File: src/md2_hash_engine_macros.svh
// Assertion helpers for the MD2 engine. Each expects i_clk and i_rst_n in scope.
`ifndef MD2_HASH_ENGINE_MACROS_SVH
`define MD2_HASH_ENGINE_MACROS_SVH

// Same-cycle implication, checked out of reset
`define MD2_ASSERT_NOW(lbl, ante, cons) \
    lbl: assert property (@(posedge i_clk) disable iff (!i_rst_n) (ante) |-> (cons)) \
        else $error("md2 check failed");

// Next-cycle implication, checked out of reset
`define MD2_ASSERT_NEXT(lbl, ante, cons) \
    lbl: assert property (@(posedge i_clk) disable iff (!i_rst_n) (ante) |=> (cons)) \
        else $error("md2 check failed");

`endif

File: src/md2_pkg.sv
package md2_pkg;

    localparam int unsigned MixBytes  = 48;
    localparam int unsigned BlkBytes  = 16;
    localparam int unsigned NumRounds = 18;

    localparam logic [7:0] SBOX [256] = '{
        8'd41,  8'd46,  8'd67,  8'd201, 8'd162, 8'd216, 8'd124, 8'd1,
        8'd61,  8'd54,  8'd84,  8'd161, 8'd236, 8'd240, 8'd6,   8'd19,
        8'd98,  8'd167, 8'd5,   8'd243, 8'd192, 8'd199, 8'd115, 8'd140,
        8'd152, 8'd147, 8'd43,  8'd217, 8'd188, 8'd76,  8'd130, 8'd202,
        8'd30,  8'd155, 8'd87,  8'd60,  8'd253, 8'd212, 8'd224, 8'd22,
        8'd103, 8'd66,  8'd111, 8'd24,  8'd138, 8'd23,  8'd229, 8'd18,
        8'd190, 8'd78,  8'd196, 8'd214, 8'd218, 8'd158, 8'd222, 8'd73,
        8'd160, 8'd251, 8'd245, 8'd142, 8'd187, 8'd47,  8'd238, 8'd122,
        8'd169, 8'd104, 8'd121, 8'd145, 8'd21,  8'd178, 8'd7,   8'd63,
        8'd148, 8'd194, 8'd16,  8'd137, 8'd11,  8'd34,  8'd95,  8'd33,
        8'd128, 8'd127, 8'd93,  8'd154, 8'd90,  8'd144, 8'd50,  8'd39,
        8'd53,  8'd62,  8'd204, 8'd231, 8'd191, 8'd247, 8'd151, 8'd3,
        8'd255, 8'd25,  8'd48,  8'd179, 8'd72,  8'd165, 8'd181, 8'd209,
        8'd215, 8'd94,  8'd146, 8'd42,  8'd172, 8'd86,  8'd170, 8'd198,
        8'd79,  8'd184, 8'd56,  8'd210, 8'd150, 8'd164, 8'd125, 8'd182,
        8'd118, 8'd252, 8'd107, 8'd226, 8'd156, 8'd116, 8'd4,   8'd241,
        8'd69,  8'd157, 8'd112, 8'd89,  8'd100, 8'd113, 8'd135, 8'd32,
        8'd134, 8'd91,  8'd207, 8'd101, 8'd230, 8'd45,  8'd168, 8'd2,
        8'd27,  8'd96,  8'd37,  8'd173, 8'd174, 8'd176, 8'd185, 8'd246,
        8'd28,  8'd70,  8'd97,  8'd105, 8'd52,  8'd64,  8'd126, 8'd15,
        8'd85,  8'd71,  8'd163, 8'd35,  8'd221, 8'd81,  8'd175, 8'd58,
        8'd195, 8'd92,  8'd249, 8'd206, 8'd186, 8'd197, 8'd234, 8'd38,
        8'd44,  8'd83,  8'd13,  8'd110, 8'd133, 8'd40,  8'd132, 8'd9,
        8'd211, 8'd223, 8'd205, 8'd244, 8'd65,  8'd129, 8'd77,  8'd82,
        8'd106, 8'd220, 8'd55,  8'd200, 8'd108, 8'd193, 8'd171, 8'd250,
        8'd36,  8'd225, 8'd123, 8'd8,   8'd12,  8'd189, 8'd177, 8'd74,
        8'd120, 8'd136, 8'd149, 8'd139, 8'd227, 8'd99,  8'd232, 8'd109,
        8'd233, 8'd203, 8'd213, 8'd254, 8'd59,  8'd0,   8'd29,  8'd57,
        8'd242, 8'd239, 8'd183, 8'd14,  8'd102, 8'd88,  8'd208, 8'd228,
        8'd166, 8'd119, 8'd114, 8'd248, 8'd235, 8'd117, 8'd75,  8'd10,
        8'd49,  8'd68,  8'd80,  8'd180, 8'd143, 8'd237, 8'd31,  8'd26,
        8'd219, 8'd153, 8'd141, 8'd51,  8'd159, 8'd17,  8'd131, 8'd20
    };

    function automatic logic [7:0] md2_sbox(input logic [7:0] idx);
        return SBOX[idx];
    endfunction

endpackage

File: src/md2_hash_engine.sv
// Channel  | Handshake                   | Payload
// ---------+-----------------------------+------------------------------------------------
// input    | i_in_valid / o_in_ready     | i_block_low, i_block_high, i_valid_bytes, i_is_last
// output   | o_out_valid / i_out_ready   | o_digest_low, o_digest_high
//
// One S-box lookup per cycle while a block is at work: after acceptance a block is loaded,
// then runs 18 rounds over the 48-byte rotating state and 16 checksum steps.
// A last block adds one pass over the checksum, plus a whole pad block first when it is full.
// The 48-byte mix state and the 16-byte checksum are shift rings; the single S-box port
// sets the rate. Synchronous active-low reset clears state, checksum and handshakes.
// o_in_ready is low while a block is at work; a digest waits in its output register,
// and a finished digest holds the engine only if the previous one is still untaken.
`include "md2_hash_engine_macros.svh"

module md2_hash_engine (
    input  logic        i_clk,
    input  logic        i_rst_n,
    input  logic        i_in_valid,
    output logic        o_in_ready,
    input  logic [63:0] i_block_low,
    input  logic [63:0] i_block_high,
    input  logic [4:0]  i_valid_bytes,
    input  logic        i_is_last,
    output logic        o_out_valid,
    input  logic        i_out_ready,
    output logic [63:0] o_digest_low,
    output logic [63:0] o_digest_high
);
    import md2_pkg::*;

    typedef enum logic [2:0] {
        S_IDLE,
        S_LOAD,
        S_MIX,
        S_SUM,
        S_CKLOAD,
        S_DONE
    } t_state;

    t_state      r_state, n_state;
    logic [7:0]  r_st  [MixBytes];
    logic [7:0]  n_st  [MixBytes];
    logic [7:0]  r_cs  [BlkBytes];
    logic [7:0]  n_cs  [BlkBytes];
    logic [7:0]  r_blk [BlkBytes];
    logic [7:0]  n_blk [BlkBytes];
    logic [7:0]  r_t, n_t;
    logic [5:0]  r_byte, n_byte;
    logic [4:0]  r_round, n_round;
    logic [3:0]  r_step, n_step;
    logic        r_pad_next, n_pad_next;
    logic        r_last, n_last;
    logic        r_final, n_final;
    logic        r_out_valid, n_out_valid;
    logic [63:0] r_digest_low, n_digest_low;
    logic [63:0] r_digest_high, n_digest_high;

    logic [7:0]  sbox_idx;
    logic [7:0]  sbox_val;
    logic [7:0]  mix_new;
    logic [7:0]  sum_new;
    logic [4:0]  cnt_sat;
    logic [7:0]  pad_val;
    logic [7:0]  in_byte [BlkBytes];

    // Shared S-box: chained mix value, or checksum index while folding
    always_comb begin
        sbox_idx = (r_state == S_SUM) ? (r_blk[0] ^ r_cs[BlkBytes-1]) : r_t;
        sbox_val = md2_sbox(sbox_idx);
        mix_new  = r_st[0] ^ sbox_val;
        sum_new  = r_cs[0] ^ sbox_val;
    end

    // Pad the incoming block on a short last transaction
    always_comb begin
        cnt_sat = (i_valid_bytes > 5'd16) ? 5'd16 : i_valid_bytes;
        pad_val = {3'b000, 5'd16 - cnt_sat};
        for (int i = 0; i < 8; i++) begin
            in_byte[i]     = i_block_low[8*i +: 8];
            in_byte[8 + i] = i_block_high[8*i +: 8];
        end
        for (int i = 0; i < BlkBytes; i++) begin
            if (i_is_last && (cnt_sat != 5'd16) && (5'(i) >= cnt_sat)) begin
                in_byte[i] = pad_val;
            end
        end
    end

    // Sequencer
    always_comb begin
        n_state       = r_state;
        n_st          = r_st;
        n_cs          = r_cs;
        n_blk         = r_blk;
        n_t           = r_t;
        n_byte        = r_byte;
        n_round       = r_round;
        n_step        = r_step;
        n_pad_next    = r_pad_next;
        n_last        = r_last;
        n_final       = r_final;
        n_out_valid   = r_out_valid && !i_out_ready;
        n_digest_low  = r_digest_low;
        n_digest_high = r_digest_high;

        unique case (r_state)
            S_IDLE: begin
                if (i_in_valid) begin
                    n_blk      = in_byte;
                    n_last     = i_is_last;
                    n_pad_next = i_is_last && (cnt_sat == 5'd16);
                    n_final    = 1'b0;
                    n_state    = S_LOAD;
                end
            end
            S_LOAD: begin
                for (int i = 0; i < BlkBytes; i++) begin
                    n_st[BlkBytes + i]   = r_blk[i];
                    n_st[2*BlkBytes + i] = r_st[i] ^ r_blk[i];
                end
                n_t     = '0;
                n_byte  = '0;
                n_round = '0;
                n_state = S_MIX;
            end
            S_MIX: begin
                // rotate the state ring, new byte enters at the tail
                for (int i = 0; i < MixBytes - 1; i++) begin
                    n_st[i] = r_st[i + 1];
                end
                n_st[MixBytes-1] = mix_new;
                n_t = mix_new;
                if (r_byte == 6'(MixBytes - 1)) begin
                    n_byte = '0;
                    n_t    = mix_new + {3'b000, r_round};
                    if (r_round == 5'(NumRounds - 1)) begin
                        n_step  = '0;
                        n_state = r_final ? S_DONE : S_SUM;
                    end else begin
                        n_round = r_round + 5'd1;
                    end
                end else begin
                    n_byte = r_byte + 6'd1;
                end
            end
            S_SUM: begin
                // fold one block byte into the checksum ring
                for (int i = 0; i < BlkBytes - 1; i++) begin
                    n_cs[i]  = r_cs[i + 1];
                    n_blk[i] = r_blk[i + 1];
                end
                n_cs[BlkBytes-1]  = sum_new;
                n_blk[BlkBytes-1] = r_blk[0];
                n_step = r_step + 4'd1;
                if (r_step == 4'(BlkBytes - 1)) begin
                    if (r_pad_next) begin
                        for (int i = 0; i < BlkBytes; i++) begin
                            n_blk[i] = 8'd16;
                        end
                        n_pad_next = 1'b0;
                        n_state    = S_LOAD;
                    end else if (r_last) begin
                        n_state = S_CKLOAD;
                    end else begin
                        n_state = S_IDLE;
                    end
                end
            end
            S_CKLOAD: begin
                n_blk   = r_cs;
                n_final = 1'b1;
                n_state = S_LOAD;
            end
            S_DONE: begin
                // hand off the digest once the output register is free, then clear
                if (!r_out_valid || i_out_ready) begin
                    for (int i = 0; i < 8; i++) begin
                        n_digest_low[8*i +: 8]  = r_st[i];
                        n_digest_high[8*i +: 8] = r_st[8 + i];
                    end
                    n_out_valid = 1'b1;
                    for (int i = 0; i < MixBytes; i++) begin
                        n_st[i] = '0;
                    end
                    for (int i = 0; i < BlkBytes; i++) begin
                        n_cs[i] = '0;
                    end
                    n_last  = 1'b0;
                    n_final = 1'b0;
                    n_state = S_IDLE;
                end
            end
            default: begin
                n_state = S_IDLE;
            end
        endcase
    end

    // State and registered outputs
    always_ff @(posedge i_clk) begin
        if (!i_rst_n) begin
            r_state     <= S_IDLE;
            for (int i = 0; i < MixBytes; i++) begin
                r_st[i] <= '0;
            end
            for (int i = 0; i < BlkBytes; i++) begin
                r_cs[i] <= '0;
            end
            r_t         <= '0;
            r_byte      <= '0;
            r_round     <= '0;
            r_step      <= '0;
            r_pad_next  <= 1'b0;
            r_last      <= 1'b0;
            r_final     <= 1'b0;
            r_out_valid <= 1'b0;
        end else begin
            r_state     <= n_state;
            r_st        <= n_st;
            r_cs        <= n_cs;
            r_t         <= n_t;
            r_byte      <= n_byte;
            r_round     <= n_round;
            r_step      <= n_step;
            r_pad_next  <= n_pad_next;
            r_last      <= n_last;
            r_final     <= n_final;
            r_out_valid <= n_out_valid;
        end
        r_blk         <= n_blk;
        r_digest_low  <= n_digest_low;
        r_digest_high <= n_digest_high;
    end

    assign o_in_ready    = (r_state == S_IDLE);
    assign o_out_valid   = r_out_valid;
    assign o_digest_low  = r_digest_low;
    assign o_digest_high = r_digest_high;

    // Checks
    `MD2_ASSERT_NEXT(a_accept_loads, i_in_valid && o_in_ready, r_state == S_LOAD)
    `MD2_ASSERT_NOW(a_digest_from_done, $rose(r_out_valid), $past(r_state) == S_DONE)
    `MD2_ASSERT_NEXT(a_digest_held, r_out_valid && !i_out_ready, r_out_valid && $stable(r_digest_low) && $stable(r_digest_high))
    `MD2_ASSERT_NOW(a_counters_range, 1'b1, (r_byte <= 6'(MixBytes - 1)) && (r_round <= 5'(NumRounds - 1)))
    `MD2_ASSERT_NOW(a_cleared_after_digest, $rose(r_out_valid), (r_st[0] == 8'd0) && (r_cs[BlkBytes-1] == 8'd0) && !r_final)

endmodule

File: config.mk
export PLATFORM = sky130hd
export DESIGN_NAME = md2_hash_engine
export DESIGN_NICKNAME = d
export VERILOG_FILES = /design/src/md2_pkg.sv /design/src/md2_hash_engine.sv
export VERILOG_INCLUDE_DIRS = /design/src /design/src/src
export SDC_FILE = /design/constraint.sdc
export NUM_CORES = 2
export LEC_CHECK = 0
export BUFFER_PORTS_ARGS = -buffer_cell sky130_fd_sc_hd__buf_4
export CAP_MARGIN = 20
export CELL_PAD_IN_SITES_DETAIL_PLACEMENT = 1
export CELL_PAD_IN_SITES_GLOBAL_PLACEMENT = 2
export CORE_UTILIZATION = 38
export DETAILED_ROUTE_END_ITERATION = 6
export PLACE_DENSITY_LB_ADDON = 0.1
export SKIP_LAST_GASP = 1
export SLEW_MARGIN = 20
export SYNTH_ARGS = -nofsm -noshare
export SYNTH_HDL_FRONTEND = slang
export SYNTH_SLANG_ARGS = --single-unit
File: constraint.sdc
create_clock -name i_clk -period 6.9 [get_ports i_clk]
set_input_delay 0.69 -clock i_clk [delete_from_list [all_inputs] [get_ports i_clk]]
set_output_delay 0.69 -clock i_clk [all_outputs]
set_load 0.01 [all_outputs]
==> reports/results.ini <==
[synth]
yosys-top-cells-area = dfxtp_1, edfxtp_1, a221oi_1, a21oi_1, nand2_1
synth_warnings = 0
syn_nets = 4219
syn_area_sq_um = 36900
synthFlopType = dfxtp_1
postSynthCellCount = 4055
synth_edf_count = 256
yosysTopAreaCell = dfxtp_1
syn_avg_cell_area_sq_um = 9.09
ys_types = 88
yosysSeqAreaShare_pct = 50.3
synth-async-reset-ratio_pct = 0
synth_top_area_share_pct = 29.4
synth_seq_cells = 798

[cells_and_area]
synthToLayoutAreaGrowth_pct = 17.6
drive_gt1_share_pct = 13.9
final_nets = 4315

[worst_setup_path]
r2r_slack_ns = 0.98
r2r-end = r_t[7]$_SDFFE_PN0P_
path_delay_family = compound AO/OA/AOI/OAI gates
critPathBufInv = 3
rr_worst_depth = 18
crit_type = flop to flop
reg2reg_from = r_state[0]$_SDFFE_PN0P_
crit_slowest_cell = inv_2
crit_arrival_ns = 6.52
max_stage_delay_ns = 0.66
cp.required_ns = 7.50
end_kind = flop
startpoint_type = flop
path_cells = and3b_4, buf_4, mux2i_4, inv_2, nand2_1, o221a_2, a21oi_1, o21ai_0, o22ai_1, nor2_1, xnor2_1, ha_1, nor2b_1, o21a_1, o21ai_0, buf_4, nor4_1, o31ai_1
crit_path_max_fanout = 40

[detailed_routing]
vias_per_cell = 6.19
wl_per_cell_microns = 29.1
dr.pass1.iters = 7
drt_iter0_drc = 3411
wl_mm = 160
drc = 4
vias = 34000
final_antenna_net_count = 0

[placement]
numPortBuffers = 267
globalplace.congestion = 0.918
dp.final_hpwl_mm = 106

[power_and_ir_drop]
vdd_drop_max_mv = 0.551
power_leakage_nw = 15.8
power.total_mw = 19.2
powerDensity_nw_per_um2 = 442

[clocking]
cts_tree = built
root_buffer = clkbuf_16
cts.sinks = 798
ctsLongestPathBuffers = 3
htree_levels = 3
ctsResizeCount = 0
post_cts_hold_buffer_count = 0
clock_latency_ns = 0.69
clk_pin_slew_worst_paths_ns = 0.06
cts_buffers = 90
cts_setup_buffers = 0

[timing]
setup_violations = 0
fmax_mhz = 169
rsz0062_at_grt = no
fin_crit_sh_pct = 85.8
hold_viol_final = 0
report.final.slew_viol_count = 0
tightest_slew_ns = 1.17
period_minus_slack_ns = 5.92
fin_skew_ns = 0.0375
slew_headroom_pct = 21.8
tns_ns = 0

[flow_run]
maxCapViolCount = 0

[min_path]
hold_class = input pin to flop
hold_depth = 3
hp-start = i_block_low[55]
min_to = r_blk[79]$_DFFE_PP_

[global_route]
gr-usage-all-layers_pct = 31.7
grt_max_degree = 199
grt_pass1_wl_mm = 234
grt_pass1_vias = 33500
grt_antenna_before_repair = 10
grt_overflow = 0

[status]
violations = design-rule violations
outcome = finished with violations

[floorplan]
boundaryPins = 268
die_width_microns = 313
core_area_sq_um = 95600
dieHeight_microns = 313
die-area_sq_um = 98200
num_rows = 113
start_util_pct = 38.6

## layout make-up
class                           count  area [sq um]
Antenna cell                        5          12.5
Sequential cell                   798         18500
Fill cell                       10800         52200
Multi-Input combinational cell   2799         16700
Clock inverter                     35           474
Tap cell                         1265          1580
Timing Repair Buffer              398          3100
Inverter                           64           253
Clock buffer                      133          2690
## state kept, by name (all words and copies together) (netlist names)
register,count
o_out_valid,1
o_digest_low,64
r_state,3
r_round,5
r_step,4
r_byte,6
r_pad_next,1
r_st,384
o_digest_high,64
r_blk,128
r_cs,128
r_final,1
r_t,8
r_last,1
## cell families (layout without fill, tap and decap cells)
family                     count (synthesis)  in the layout  share of synthesized area, %
other                                      0              5                             0
muxes                                     69             69                          2.01
and+or+nand+nor                         1431           1431                          17.1
AOI/OAI and AO/OA                       1104           1104                          20.7
buffers and inverters                    458            630                          4.90
DFF                                      798            798                          50.3
adders and majority gates                 26             26                         0.903
xor gates and xnor gates                 169            169                          4.12
## synthesized netlist by cell type (10+ instances only)
library cell	count
ha_1	25
o31ai_1	12
nand2b_1	13
a211oi_1	12
nor2_1	361
o211ai_1	40
o221ai_1	18
dfxtp_1	542
a31oi_1	24
a32oi_1	10
inv_1	61
o21a_1	12
and3_1	10
a222oi_1	40
nor3_1	284
nand3_1	287
xor2_1	141
edfxtp_1	256
mux2i_1	60
a221o_1	19
buf_1	24
a22oi_1	61
xnor2_1	23
a221oi_1	255
nand2_1	428
clkbuf_1	321
buf_2	40
a21oi_1	359
o21ai_0	137
## metal layers
metal  share of wire (%)  track usage (%)  wire [microns]
met1                  46             46.4           74300
met2                  44             47.3           70200
met3                 6.9             5.63           11000
met4                 2.8             9.48            4470
met5               0.027                0              43
## worst max-delay path by stage
| stage | startpoint | end | cells after the start |
|---|---|---|---|
| final | r_state[0]$_SDFFE_PN0P_ | r_t[7]$_SDFFE_PN0P_ | 18 |
| after global routing | r_state[0]$_SDFFE_PN0P_ | r_t[7]$_SDFFE_PN0P_ | 18 |
| after CTS | r_state[0]$_SDFFE_PN0P_ | r_t[7]$_SDFFE_PN0P_ | 18 |
| after detailed placement | r_state[0]$_SDFFE_PN0P_ | r_t[5]$_SDFFE_PN0P_ | 18 |
| after global placement | r_state[0]$_SDFFE_PN0P_ | r_t[5]$_SDFFE_PN0P_ | 18 |
| after floorplan | r_state[0]$_SDFFE_PN0P_ | r_blk[0]$_DFFE_PP_ | 8 |
## cells in the final DEF (no fill, tap or decap), types with 17 or more instances in the layout
cell type	Yosys	routed
xor2_1	141	141
o21ai_0	137	137
mux2i_1	60	59
edfxtp_1	256	256
clkbuf_8	0	17
dfxtp_1	542	542
o211ai_1	40	40
nand2_1	428	425
nand3_1	287	287
o221ai_1	18	18
a221oi_1	255	255
inv_1	61	60
buf_4	3	389
a22oi_1	61	61
nor2_1	361	357
a222oi_1	40	40
a31oi_1	24	23
clkbuf_1	321	21
xnor2_1	23	22
clkbuf_16	0	95
nor3_1	284	284
ha_1	25	25
a221o_1	19	19
a21oi_1	359	358
## report_power, final
group	total (mW)	internal [mW]	leakage [nW]	switching, mW
registers	6.61	5.80	6.84	0.811
clock network	5.11	3.02	1.54	2.09
logic	7.45	2.38	7.41	5.07
## stage by stage
step           cell area, sq um  hold WS (ns)  cells  utilization (%)  worst slack (ns)
2_1_floorplan             36900         0.431   4055                -              1.46
3_3_place_gp              40100         0.447   5324             42.0              1.08
3_5_place_dp              40100         0.452   5324             42.0              1.14
4_1_cts                   43300         0.266   5492             45.3              1.10
5_1_grt                   43300         0.287   5492             45.3             0.667
6_report                  43300         0.299   5497             45.3             0.982
## worst reg2reg max path: cells and delay by family (launching register included)
kind,cells,cell delay (ns)
adders and majority gates,1,0.30
AOI/OAI and AO/OA,7,1.92
DFF,1,0.57
muxes,1,0.14
and+or+nand+nor,5,1.36
buffers and inverters,3,1.32
xor gates and xnor gates,1,0.24
(Power assumes the default switching activity.)
